## src/hw/rtl/lkv_pkg.sv

```systemverilog
// ----------------------------------------------------------------------------
// lkv_pkg: shared types and constants for the LRU key/value cache
// Request and response words, command codes, register widths and reset values.
// ----------------------------------------------------------------------------
`timescale 1ns / 1ps

package lkv_pkg;

	localparam int unsigned DATA_W          = 32;
	localparam int unsigned CAP_W           = 5;
	localparam int unsigned MAX_ENTRIES_DEF = 16;

	localparam logic [CAP_W-1:0]  CAP_RESET  = CAP_W'(16);
	localparam logic [DATA_W-1:0] MISS_VALUE = {DATA_W{1'b1}};

	localparam logic CMD_GET = 1'b0;
	localparam logic CMD_SET = 1'b1;

	typedef struct packed {
		logic                     cmd;
		logic signed [DATA_W-1:0] lookup_key;
		logic signed [DATA_W-1:0] write_value;
	} req_t;

	typedef struct packed {
		logic                     found;
		logic signed [DATA_W-1:0] read_value;
	} rsp_t;

endpackage

```

## src/hw/rtl/lkv_slot_array.sv

```systemverilog
// ----------------------------------------------------------------------------
// lkv_slot_array: entry storage with parallel tag match and age update
// Holds keys, values, valid bits and LRU ages; resolves hit, free slot and
// victim for one word and updates all entries at the next edge.
// ----------------------------------------------------------------------------
`timescale 1ns / 1ps

module lkv_slot_array #(
	parameter int unsigned MAX_ENTRIES = lkv_pkg::MAX_ENTRIES_DEF
) (
	input  logic                       clk,
	input  logic                       arst_n,
	input  logic                       op_valid,
	input  lkv_pkg::req_t              op,
	input  logic [lkv_pkg::CAP_W-1:0]  capacity,
	output logic                       hit,
	output logic [lkv_pkg::DATA_W-1:0] hit_value
);
	import lkv_pkg::*;

	localparam int unsigned IDX_W = (MAX_ENTRIES > 1) ? $clog2(MAX_ENTRIES) : 1;
	localparam int unsigned AGE_W = IDX_W;
	localparam int unsigned CNT_W = $clog2(MAX_ENTRIES + 1);
	localparam int unsigned CMP_W = (CNT_W > CAP_W) ? CNT_W : CAP_W;

	logic [DATA_W-1:0]      key_q   [MAX_ENTRIES];
	logic [DATA_W-1:0]      value_q [MAX_ENTRIES];
	logic [MAX_ENTRIES-1:0] valid_q;
	logic [AGE_W-1:0]       age_q   [MAX_ENTRIES];
	logic [CNT_W-1:0]       occ_q;

	logic [MAX_ENTRIES-1:0] valid_d;
	logic [AGE_W-1:0]       age_d   [MAX_ENTRIES];
	logic [CNT_W-1:0]       occ_d;

	logic [IDX_W-1:0] hit_idx;
	logic [IDX_W-1:0] free_idx;
	logic [IDX_W-1:0] victim_idx;
	logic [IDX_W-1:0] ins_idx;
	logic             have_free;
	logic             have_victim;
	logic             room;
	logic             use_free;
	logic [AGE_W-1:0] hit_age;
	logic [CNT_W-1:0] occ_m1;
	logic [CMP_W-1:0] cap_ext;
	logic [CMP_W-1:0] eff_cap;
	logic             ins_en;

	// lookup: lowest matching slot, lowest free slot, oldest slot
	always_comb begin
		hit         = 1'b0;
		hit_idx     = '0;
		have_free   = 1'b0;
		free_idx    = '0;
		have_victim = 1'b0;
		victim_idx  = '0;
		occ_m1      = occ_q - 1'b1;
		for (int i = 0; i < MAX_ENTRIES; i++) begin
			if (!hit && valid_q[i] && (key_q[i] == op.lookup_key)) begin
				hit     = 1'b1;
				hit_idx = IDX_W'(i);
			end
			if (!have_free && !valid_q[i]) begin
				have_free = 1'b1;
				free_idx  = IDX_W'(i);
			end
			if (!have_victim && valid_q[i] && (CNT_W'(age_q[i]) == occ_m1)) begin
				have_victim = 1'b1;
				victim_idx  = IDX_W'(i);
			end
		end
	end

	assign cap_ext   = CMP_W'(capacity);
	assign eff_cap   = (capacity == '0) ? CMP_W'(1) :
	                   ((cap_ext > CMP_W'(MAX_ENTRIES)) ? CMP_W'(MAX_ENTRIES) : cap_ext);
	assign room      = CMP_W'(occ_q) < eff_cap;
	assign use_free  = room && have_free;
	assign hit_age   = age_q[hit_idx];
	assign hit_value = value_q[hit_idx];
	assign ins_en    = op_valid && (op.cmd == CMD_SET) && !hit;
	assign ins_idx   = use_free ? free_idx : (have_victim ? victim_idx : '0);

	// next valid, age and occupancy
	always_comb begin
		valid_d = valid_q;
		occ_d   = occ_q;
		for (int i = 0; i < MAX_ENTRIES; i++) begin
			age_d[i] = age_q[i];
		end
		if (op_valid && (op.cmd == CMD_GET) && hit) begin
			for (int i = 0; i < MAX_ENTRIES; i++) begin
				if (IDX_W'(i) == hit_idx) begin
					age_d[i] = '0;
				end else if (valid_q[i] && (age_q[i] < hit_age)) begin
					age_d[i] = age_q[i] + 1'b1;
				end
			end
		end else if (ins_en) begin
			if (use_free) begin
				occ_d = occ_q + 1'b1;
				for (int i = 0; i < MAX_ENTRIES; i++) begin
					if (valid_q[i]) begin
						age_d[i] = age_q[i] + 1'b1;
					end
				end
			end else if (have_victim) begin
				for (int i = 0; i < MAX_ENTRIES; i++) begin
					if (valid_q[i] && (CNT_W'(age_q[i]) < occ_m1)) begin
						age_d[i] = age_q[i] + 1'b1;
					end
				end
			end else begin
				occ_d = CNT_W'(1);
			end
			for (int i = 0; i < MAX_ENTRIES; i++) begin
				if (IDX_W'(i) == ins_idx) begin
					age_d[i]   = '0;
					valid_d[i] = 1'b1;
				end
			end
		end
	end

	always_ff @(posedge clk or negedge arst_n) begin
		if (!arst_n) begin
			valid_q <= '0;
			occ_q   <= '0;
			for (int i = 0; i < MAX_ENTRIES; i++) begin
				age_q[i] <= '0;
			end
		end else begin
			valid_q <= valid_d;
			occ_q   <= occ_d;
			for (int i = 0; i < MAX_ENTRIES; i++) begin
				age_q[i] <= age_d[i];
			end
		end
	end

	// payload, no reset
	always_ff @(posedge clk) begin
		if (ins_en) begin
			key_q[ins_idx]   <= op.lookup_key;
			value_q[ins_idx] <= op.write_value;
		end else if (op_valid && (op.cmd == CMD_SET) && hit) begin
			value_q[hit_idx] <= op.write_value;
		end
	end

endmodule

```

## src/hw/rtl/lru_key_value_cache.sv

```systemverilog
// ----------------------------------------------------------------------------
// lru_key_value_cache: fully associative key/value cache with LRU replacement
// Get and set commands against up to MAX_ENTRIES entries, limited by capacity.
// ----------------------------------------------------------------------------
// One command word is taken in every cycle; busy is never asserted. Each word
// gives one response word on rsp, flagged by done for a single cycle. The word
// is held in the request register, then the parallel tag match and age update
// against all entries is written from it into the response register. The
// receiver cannot stall, so done must be captured when it is
// high. Write capacity with cfg_we only while no command is in flight.
`timescale 1ns / 1ps

module lru_key_value_cache #(
	parameter int unsigned MAX_ENTRIES = lkv_pkg::MAX_ENTRIES_DEF
) (
	input  logic                      clk,
	input  logic                      arst_n,
	input  logic                      start,
	output logic                      busy,
	input  lkv_pkg::req_t             req,
	output logic                      done,
	output lkv_pkg::rsp_t             rsp,
	input  logic                      cfg_we,
	input  logic [lkv_pkg::CAP_W-1:0] cfg_wdata
);
	import lkv_pkg::*;

	logic [CAP_W-1:0]  cap_q;
	logic              valid_s1;
	req_t              req_s1;
	logic              done_s2;
	rsp_t              rsp_s2;
	logic              hit;
	logic [DATA_W-1:0] hit_value;
	rsp_t              rsp_d;

	assign busy = 1'b0;

	always_ff @(posedge clk or negedge arst_n) begin
		if (!arst_n) begin
			cap_q    <= CAP_RESET;
			valid_s1 <= 1'b0;
			done_s2  <= 1'b0;
		end else begin
			if (cfg_we) begin
				cap_q <= cfg_wdata;
			end
			valid_s1 <= start && !busy;
			done_s2  <= valid_s1;
		end
	end

	always_ff @(posedge clk) begin
		if (start && !busy) begin
			req_s1 <= req;
		end
		if (valid_s1) begin
			rsp_s2 <= rsp_d;
		end
	end

	lkv_slot_array #(
		.MAX_ENTRIES(MAX_ENTRIES)
	) u_slots (
		.clk      (clk),
		.arst_n   (arst_n),
		.op_valid (valid_s1),
		.op       (req_s1),
		.capacity (cap_q),
		.hit      (hit),
		.hit_value(hit_value)
	);

	always_comb begin
		rsp_d.found = hit;
		if (req_s1.cmd == CMD_GET) begin
			rsp_d.read_value = hit ? hit_value : MISS_VALUE;
		end else begin
			rsp_d.read_value = '0;
		end
	end

	assign done = done_s2;
	assign rsp  = rsp_s2;

endmodule

```

## config.mk

```make
export PLATFORM = sky130hd
export DESIGN_NAME = lru_key_value_cache
export DESIGN_NICKNAME = d
export VERILOG_FILES = /design/src/hw/rtl/lkv_pkg.sv /design/src/hw/rtl/lkv_slot_array.sv /design/src/hw/rtl/lru_key_value_cache.sv
export SDC_FILE = /design/constraint.sdc
export NUM_CORES = 2
export LEC_CHECK = 0
export BUFFER_PORTS_ARGS = -buffer_cell sky130_fd_sc_hd__buf_2
export CORE_MARGIN = 2
export CORE_UTILIZATION = 50
export CTS_BUF_LIST = sky130_fd_sc_hd__clkbuf_2
export CTS_CLUSTER_DIAMETER = 150
export CTS_CLUSTER_SIZE = 40
export DETAILED_ROUTE_END_ITERATION = 8
export HOLD_SLACK_MARGIN = 0.08
export PLACE_DENSITY = 0.7
export SYNTH_ARGS = -nofsm -noshare
export SYNTH_HDL_FRONTEND = slang
export SYNTH_SLANG_ARGS = --single-unit
export TNS_END_PERCENT = 20
```

## constraint.sdc

```tcl
create_clock -name clk -period 7.3 [get_ports clk]
set_clock_uncertainty 0.15 [all_clocks]
set_input_delay 1.095 -clock clk [delete_from_list [all_inputs] [get_ports clk]]
set_output_delay 1.095 -clock clk [all_outputs]
set_load 0.02 [all_outputs]
```

=== Word level (Yosys, flattened, before mapping) ===
Memory sizes are Yosys's and may differ from the RTL's.
Cells that the tools add are included.

* Register bits: 190
* Word-level logic and storage cells: 634
* Memory bits (writable): 1024
* Memories kept: 2
* Input port bits: 74

* Add/subtract/negate cells: 18
* $lt $le $gt $ge: 35
* Reduce and logical (&&, ||, !) cells: 245
* Multiplexer cells: 195
* Equality and inequality tests: 95
* Bitwise logic cells: 3

{| class="wikitable"
|+ Memories
! name !! depth !! width !! rd ports !! clocked after memory_dff !! write ports !! line !! source
|-
| u_slots.key_q || 16 || 32 || 16 || 0 || 1 || lkv_slot_array.sv:26 || <nowiki>logic [DATA_W-1:0] key_q [MAX_ENTRIES];</nowiki>
|-
| u_slots.value_q || 16 || 32 || 1 || 0 || 1 || lkv_slot_array.sv:27 || <nowiki>logic [DATA_W-1:0] value_q [MAX_ENTRIES];</nowiki>
|}

{| class="wikitable"
|+ Operators by type and width
! kind !! count
|-
| equality test 32 bit || 16
|-
| 2-to-1 mux 4 bit || 121
|-
| 2-to-1 mux 64 bit || 4
|-
| nonzero test 4 bit || 32
|-
| logical AND 1 bit || 115
|-
| equality test 4 x 5 -> 1 bit || 16
|-
| less-than comparator 4 x 5 -> 1 bit || 16
|-
| AND reduction 5 bit || 16
|-
| adder 4 x 1 -> 4 bit (second input constant) || 16
|-
| equality test 4 bit (first input constant) || 16
|-
| less-than comparator 4 bit || 16
|-
| 2-to-1 mux 32 bit || 2
|-
| != test 4 x 3 -> 1 bit (second input constant) || 16
|-
| logical NOT 1 bit || 60
|-
| 2-to-1 mux 1 bit || 57
|-
| AND reduction 3 bit || 17
|-
| != test 3 bit (second input constant) || 16
|-
| equality test 3 x 4 -> 1 bit (first input constant) || 8
|-
| OR reduction 32 bit || 1
|-
| 2-to-1 mux 5 bit || 4
|-
| binary-select mux 4 bit (select 4 bit) || 1
|-
| equality test 2 x 4 -> 1 bit (first input constant) || 4
|-
| 2-to-1 mux 3 bit || 4
|-
| equality test 1 x 4 -> 1 bit (first input constant) || 2
|-
| other kinds (12) || 15
|}

=== Depth between registers and ports, before layout ===
An unclocked memory read counts as a cell.

* Depth in word-level cells: 73
* Mapped depth: 25
* Mapped depth without buffers: 21

=== By module ===
Synthesis repeated with hierarchy kept, for this count alone.

* Cell total of the unflattened synthesis: 4188
* Area total of the unflattened synthesis: 56356.6 um^2

{| class="wikitable"
|+ Modules (own cells, without submodules)
! module !! instances !! area each (um^2) !! cells each
|-
| lkv_slot_array || 1 || 52851.9 || 4006
|-
| lru_key_value_cache || 1 || 3504.6 || 182
|}

=== Worst setup path after synthesis ===
No wires, ideal clock.

* Kind: flip-flop to flip-flop
* Start point: register u_slots.occ_q[0]
* End point: memory u_slots.key_q[3][0], enable pin
* Cell stages (with the launch flop): 14
* Path slack: 0.148 ns
* Setup time: 0.503 ns
* Path buffers: 1
* Clock period less this slack: 7.152 ns
* Arrival time: 6.498 ns
* Cells stage by stage: dfrtp_1 > inv_1 > ha_1 > xnor2_1 > ha_1 > and3_1 > nand3_1 > a41oi_1 > nor2_1 > o21ai_0 > a21boi_0 > mux2i_1 > clkbuf_1 > nor4_1

* Longest elaborated chain between the ends: 66
* Elaborated cells between the ends (all ways): 98
* Classes of those cells: add/sub (1); order compare (1); eq/ne (16); mux (33); reduce/logical (47)

{| class="wikitable"
|+ RTL lines
! item !! line !! source
|-
| from (decl) || lkv_slot_array.sv:30 || <nowiki>logic [CNT_W-1:0] occ_q;</nowiki>
|-
| from (signal assigned) || lkv_slot_array.sv:129 || <nowiki>occ_q <= '0;</nowiki>
|-
| from (signal assigned) || lkv_slot_array.sv:135 || <nowiki>occ_q <= occ_d;</nowiki>
|-
| subtractor 5 x 1 -> 5 bit || lkv_slot_array.sv:58 || <nowiki>occ_m1 = occ_q - 1'b1;</nowiki>
|-
| equality test 4 x 5 -> 1 bit || lkv_slot_array.sv:68 || <nowiki>if (!have_victim && valid_q[i] && (CNT_W'(age_q[i]) == occ_m1)) begin</nowiki>
|-
| logical AND 1 bit || lkv_slot_array.sv:68 ||
|-
| 2-to-1 mux 1 bit || lkv_slot_array.sv:68 ||
|-
| logical NOT 1 bit || lkv_slot_array.sv:68 ||
|-
| logical AND 1 bit (2 in series) || lkv_slot_array.sv:68 ||
|-
| 2-to-1 mux 1 bit || lkv_slot_array.sv:68 ||
|-
| logical NOT 1 bit || lkv_slot_array.sv:68 ||
|-
| [47 not listed] || n/a ||
|-
| logical NOT 1 bit || lkv_slot_array.sv:68 ||
|-
| logical AND 1 bit (2 in series) || lkv_slot_array.sv:68 ||
|-
| 2-to-1 mux 1 bit || lkv_slot_array.sv:68 ||
|-
| logical NOT 1 bit || lkv_slot_array.sv:68 ||
|-
| logical AND 1 bit (2 in series) || lkv_slot_array.sv:68 ||
|-
| 2-to-1 mux 4 bit / 2-to-1 mux 1 bit (equally long branches) || lkv_slot_array.sv:68 ||
|-
| 2-to-1 mux 4 bit || lkv_slot_array.sv:83 || <nowiki>assign ins_idx = use_free ? free_idx : (have_victim ? victim_idx : '0);</nowiki>
|-
| 2-to-1 mux 4 bit (*) || lkv_slot_array.sv:83 ||
|-
| to (decl) || lkv_slot_array.sv:26 ||
|}

Mark *: on every way between the ends. The rest lies on a longest branch, timed or not.

=== Worst setup path after layout ===
* Start point: register req_s1[43] (netlist name)
* End point: register u_slots.age_q[35] (netlist name)

* Longest elaborated chain between the ends: 71
* Elaborated cells between the ends (all ways): 111
* Classes of those cells: order compare (1); eq/ne (19); mux (36); bitwise (1); reduce/logical (54)

{| class="wikitable"
|+ RTL lines
! item !! line !! source
|-
| from (decl) || lru_key_value_cache.sv:30 || <nowiki>req_t req_s1;</nowiki>
|-
| from (signal assigned) || lru_key_value_cache.sv:55 || <nowiki>req_s1 <= req;</nowiki>
|-
| equality test 32 bit || lkv_slot_array.sv:60 || <nowiki>if (!hit && valid_q[i] && (key_q[i] == op.lookup_key)) begin</nowiki>
|-
| logical AND 1 bit || lkv_slot_array.sv:60 ||
|-
| 2-to-1 mux 1 bit || lkv_slot_array.sv:60 ||
|-
| logical NOT 1 bit || lkv_slot_array.sv:60 ||
|-
| logical AND 1 bit (2 in series) || lkv_slot_array.sv:60 ||
|-
| 2-to-1 mux 1 bit || lkv_slot_array.sv:60 ||
|-
| logical NOT 1 bit || lkv_slot_array.sv:60 ||
|-
| logical AND 1 bit (2 in series) || lkv_slot_array.sv:60 ||
|-
| [52 not listed] || n/a ||
|-
| 2-to-1 mux 4 bit || lkv_slot_array.sv:60 ||
|-
| NOT 4 -> 5 bit (not written as such) || lkv_slot_array.sv:80 || <nowiki>assign hit_age = age_q[hit_idx];</nowiki>
|-
| binary-select mux 4 bit (select 4 bit) || lkv_slot_array.sv:80 ||
|-
| 2-to-1 mux 4 bit (not written as such) (2 in series) || lkv_slot_array.sv:80 ||
|-
| less-than comparator 4 bit || lkv_slot_array.sv:96 || <nowiki>end else if (valid_q[i] && (age_q[i] < hit_age)) begin</nowiki>
|-
| logical AND 1 bit || lkv_slot_array.sv:96 ||
|-
| != test 3 bit (no source line) || n/a ||
|-
| AND reduction 5 bit (no source line) || n/a ||
|-
| to (signal, indexed assignment) || lkv_slot_array.sv:137 || <nowiki>age_q[i] <= age_d[i];</nowiki>
|-
| to (decl) || lkv_slot_array.sv:29 || <nowiki>logic [AGE_W-1:0] age_q [MAX_ENTRIES];</nowiki>
|}

Parallel ways exist; a longest one is shown, timed or not. The select of a mux whose other input is x is not followed.
A chain may end at the register's enable or synchronous reset.

==> results.py <==
metrics = {
    "synthesis": {
        "synth_cells": 4301,
        "synth_most_common_cell": "edfxtp_1",
        "ys_types": 94,
        "yosysSeqAreaShare": 0.639,
        "syn_nets": 4509,
        "ys_ff_latch": 1214,
        "yosysTopAreaCell": "edfxtp_1",
        "synth_top_cells_by_count": "edfxtp_1, nand2_1, xor2_1, nor4_1, o21ai_0",
        "synth_area_per_cell_um2": 13.1,
        "netlist_area_mm2": 0.0563,
        "ys.warnings.count": 0,
        "synth_top_area_share": 0.598,
        "synth_area_leaders": "edfxtp_1, xor2_1, dfrtp_1, nand2_1, ha_1",
        "synth-main-ff-cell": "edfxtp_1",
        "async_flop_share": 0.0758,
        "synth_enable_flop_cells": 1122,
    },
    "setup_path": {
        "worstPathRequired_ns": 8.65,
        "crit_chain": "xor2_1 > nor4_1 > nand4_1 > nor4_1 > nor4_1 > nand4b_1 > o221a_2 > nor2_1 > a21oi_1 > nand2_1 > a21oi_1 > a21oi_1 > o221ai_1 > buf_4 > ha_1 > a2111oi_0 > nand3_1 > a21bo_2 > or3_1 > a21oi_1",
        "cp-end-kind": "flip-flop",
        "path_max_fanout": 19,
        "cpPeakStageDelay_ns": 1.41,
        "crit_path_top_delay_cell": "edfxtp_1",
        "crit_type": "flip-flop to flip-flop",
        "start_kind": "flip-flop",
        "crit_path_frequent_cell": "a21oi_1",
        "arrival_ns": 8.20,
    },
    "drt": {
        "wl_met1_um": 68000,
        "via_count": 37400,
        "top_layer": "met5",
        "first_pass_iters": 8,
        "wl_um": 159000,
        "drtAntennaViolNets": 0,
        "dr_wl_met3_um": 13200,
        "drc": 0,
        "via_per_inst": 6.16,
        "wire_per_inst_um": 26.1,
        "drt_iter0_markers": 4819,
        "met2_length_um": 72300,
    },
    "pwr": {
        "swShare": 0.363,
        "ir_drop_mv": 0.246,
        "p_int_w": 0.0106,
        "pwr-share-comb": 0.313,
        "powerDensity_mw_per_mm2": 273,
        "p_switching_w": 0.00606,
        "p_clk_frac": 0.129,
        "p_leak_nw": 21.2,
        "pwr-share-seq": 0.558,
    },
    "grt": {
        "grt_pass1_vias": 35400,
        "grt_max_degree": 196,
        "grtUsageTotal": 0.269,
        "antenna_found_initial": 6,
        "overflow": 0,
        "grt_pass1_wl_um": 233000,
    },
    "timing": {
        "post-route-period-util": 0.938,
        "rsz0062_at_grt": "false",
        "setup_ws_ns": 0.451,
        "setup_viol": 0,
        "tightest_slew_ns": 1.38,
        "fin_crit_ns": 6.85,
        "max_freq_ghz": 0.146,
        "hold_viol_final": 0,
        "max_slew_margin": 0.0794,
        "drv_slew": 0,
        "setup_tns_ns": 0,
    },
    "clock_tree": {
        "h-tree-depth": 2,
        "cts.sinks": 1214,
        "clk_latency_ns": 1.60,
        "cts_made_buffers": 37,
        "clockBufferDepth": 3,
        "post_cts_buffers": 0,
        "path_clk_slew_ns": 0.66,
        "cts_tree": "yes",
        "cts_root_buffer": "clkbuf_2",
    },
    "place": {
        "place_congestion": 0.969,
        "hpwl_um": 99400,
        "portBuffers": 107,
        "pre_cts_ws_ns": 0.672,
    },
    "floorplan": {
        "ios": 109,
        "core-area_mm2": 0.112,
        "initial_core_util": 0.503,
        "fp.dieArea_mm2": 0.115,
        "die_w_um": 340,
        "die_h_um": 340,
        "rows": 123,
    },
    "layout": {
        "nets": 4760,
        "n_fill_cell": 9192,
        "drive_gt1_frac": 0.0970,
        "syn_to_final_growth_pct": 8.50,
    },
    "job": {
        "drv_cap": 0,
    },
    "run_status": {
        "status": "complete, no violations",
    },
    "worst_hold_path": {
        "hold_path.class": "primary input to flip-flop",
    },
}
-- flip-flops by register name (all words and copies together) (netlist names) --
name	cells
u_slots.occ_q	5
req_s1	65
cap_q	5
valid_s1	1
u_slots.age_q	64
u_slots.key_q	512
u_slots.valid_q	16
u_slots.value_q	512
rsp	33
done	1
-- final timing paths --
kind | from | to | slack (ns) | cells past startpoint
max | req_s1[43] | u_slots.age_q[35] | 0.45 | 20
min in group asynchronous | arst_n | u_slots.occ_q[3] | 0.26 | 4
max reg2reg | req_s1[43] | u_slots.age_q[35] | 0.45 | 20
min | req[0] | req_s1[0] | 0.21 | 2
min reg2reg | u_slots.age_q[20] | u_slots.age_q[20] | 0.38 | 1
max in group asynchronous | arst_n | valid_s1 | 5.84 | 4
-- power groups by stage --
stage                     registers (W)  logic [W]  clock network (W)
after global routing            0.00938    0.00572            0.00240
after floorplan                 0.00914    0.00327                  0
after CTS                       0.00928    0.00512            0.00222
after global placement          0.00939    0.00496                  0
after detailed placement        0.00942    0.00505                  0
final                           0.00932    0.00522            0.00216
-- critical path, delay by kind of cell, from the launching register on --
kind / cells / cell delay [ns]
AND/OR/NAND/NOR: 9 / 2.65
AO/OA/AOI/OAI: 8 / 1.70
flip-flops: 1 / 1.41
buffers and inverters: 1 / 0.37
adder cells (fa/ha/maj): 1 / 0.30
XOR/XNOR: 1 / 0.21
-- cell usage in the layout (no fill, tap or decap), drive strengths merged, types with 58 or more instances in the layout --
master and instances:
nor4 193, nand3 112, o21ai 176, ha 134
inv 58, nand2 538, nand4 69, xor2 416
nor3 63, dfrtp 91, nor2 115, mux2i 145
xnor2 95, edfxtp 1122, buf 267, a21oi 164
dlygate4sd3 142, and3 96
-- layout make-up --
class                      instances  area (um^2)  share of cell area
antenna                            3         7.51            0.000123
clock buffer                      49          245             0.00401
clock inverter                     5          104             0.00170
inverter                          57          214             0.00350
multi-input combinational       2833        19200               0.315
sequential                      1214        36000               0.589
tap                             1500         1880              0.0307
timing repair buffer             409         3400              0.0557
-- per-layer routing --
layer	vias to the layer above	GRT usage
met5	-	0
met4	8	0.0799
met3	273	0.0332
met2	1767	0.419
met1	18700	0.399
li1	16600	-
-- cell families (layout without fill, tap and decap cells) --
family          Yosys count  in the layout  share of synthesized area
other cells               1              4                  0.0000666
buf+inv                 254            520                     0.0232
xor+xnor                511            511                     0.0795
fa+ha+maj               134            134                     0.0298
flops                  1214           1214                      0.639
mux                     165            165                     0.0298
compound gates          626            626                     0.0717
simple gates           1396           1396                      0.127
-- metrics by stage --
step | cell area (um^2) | power (W) | std cells | hold slack [ns] | utilization
global route | 61100 | 0.0175 | 6070 | 0.0884 | 0.545
detailed placement | 59300 | 0.0145 | 5870 | 0.346 | 0.529
floorplan | 56300 | 0.0124 | 4301 | 0.307 | -
finish | 61100 | 0.0167 | 6070 | 0.208 | 0.545
CTS | 61100 | 0.0166 | 6067 | 0.0806 | 0.545
global placement | 59300 | 0.0143 | 5870 | 0.338 | 0.529
-- timing repair --
item,CTS,global route
gates resized for setup,0,0
hold buffers,143,0
hold endpoints to repair,198,0
No activity file was read; power rests on OpenSTA's default activity.
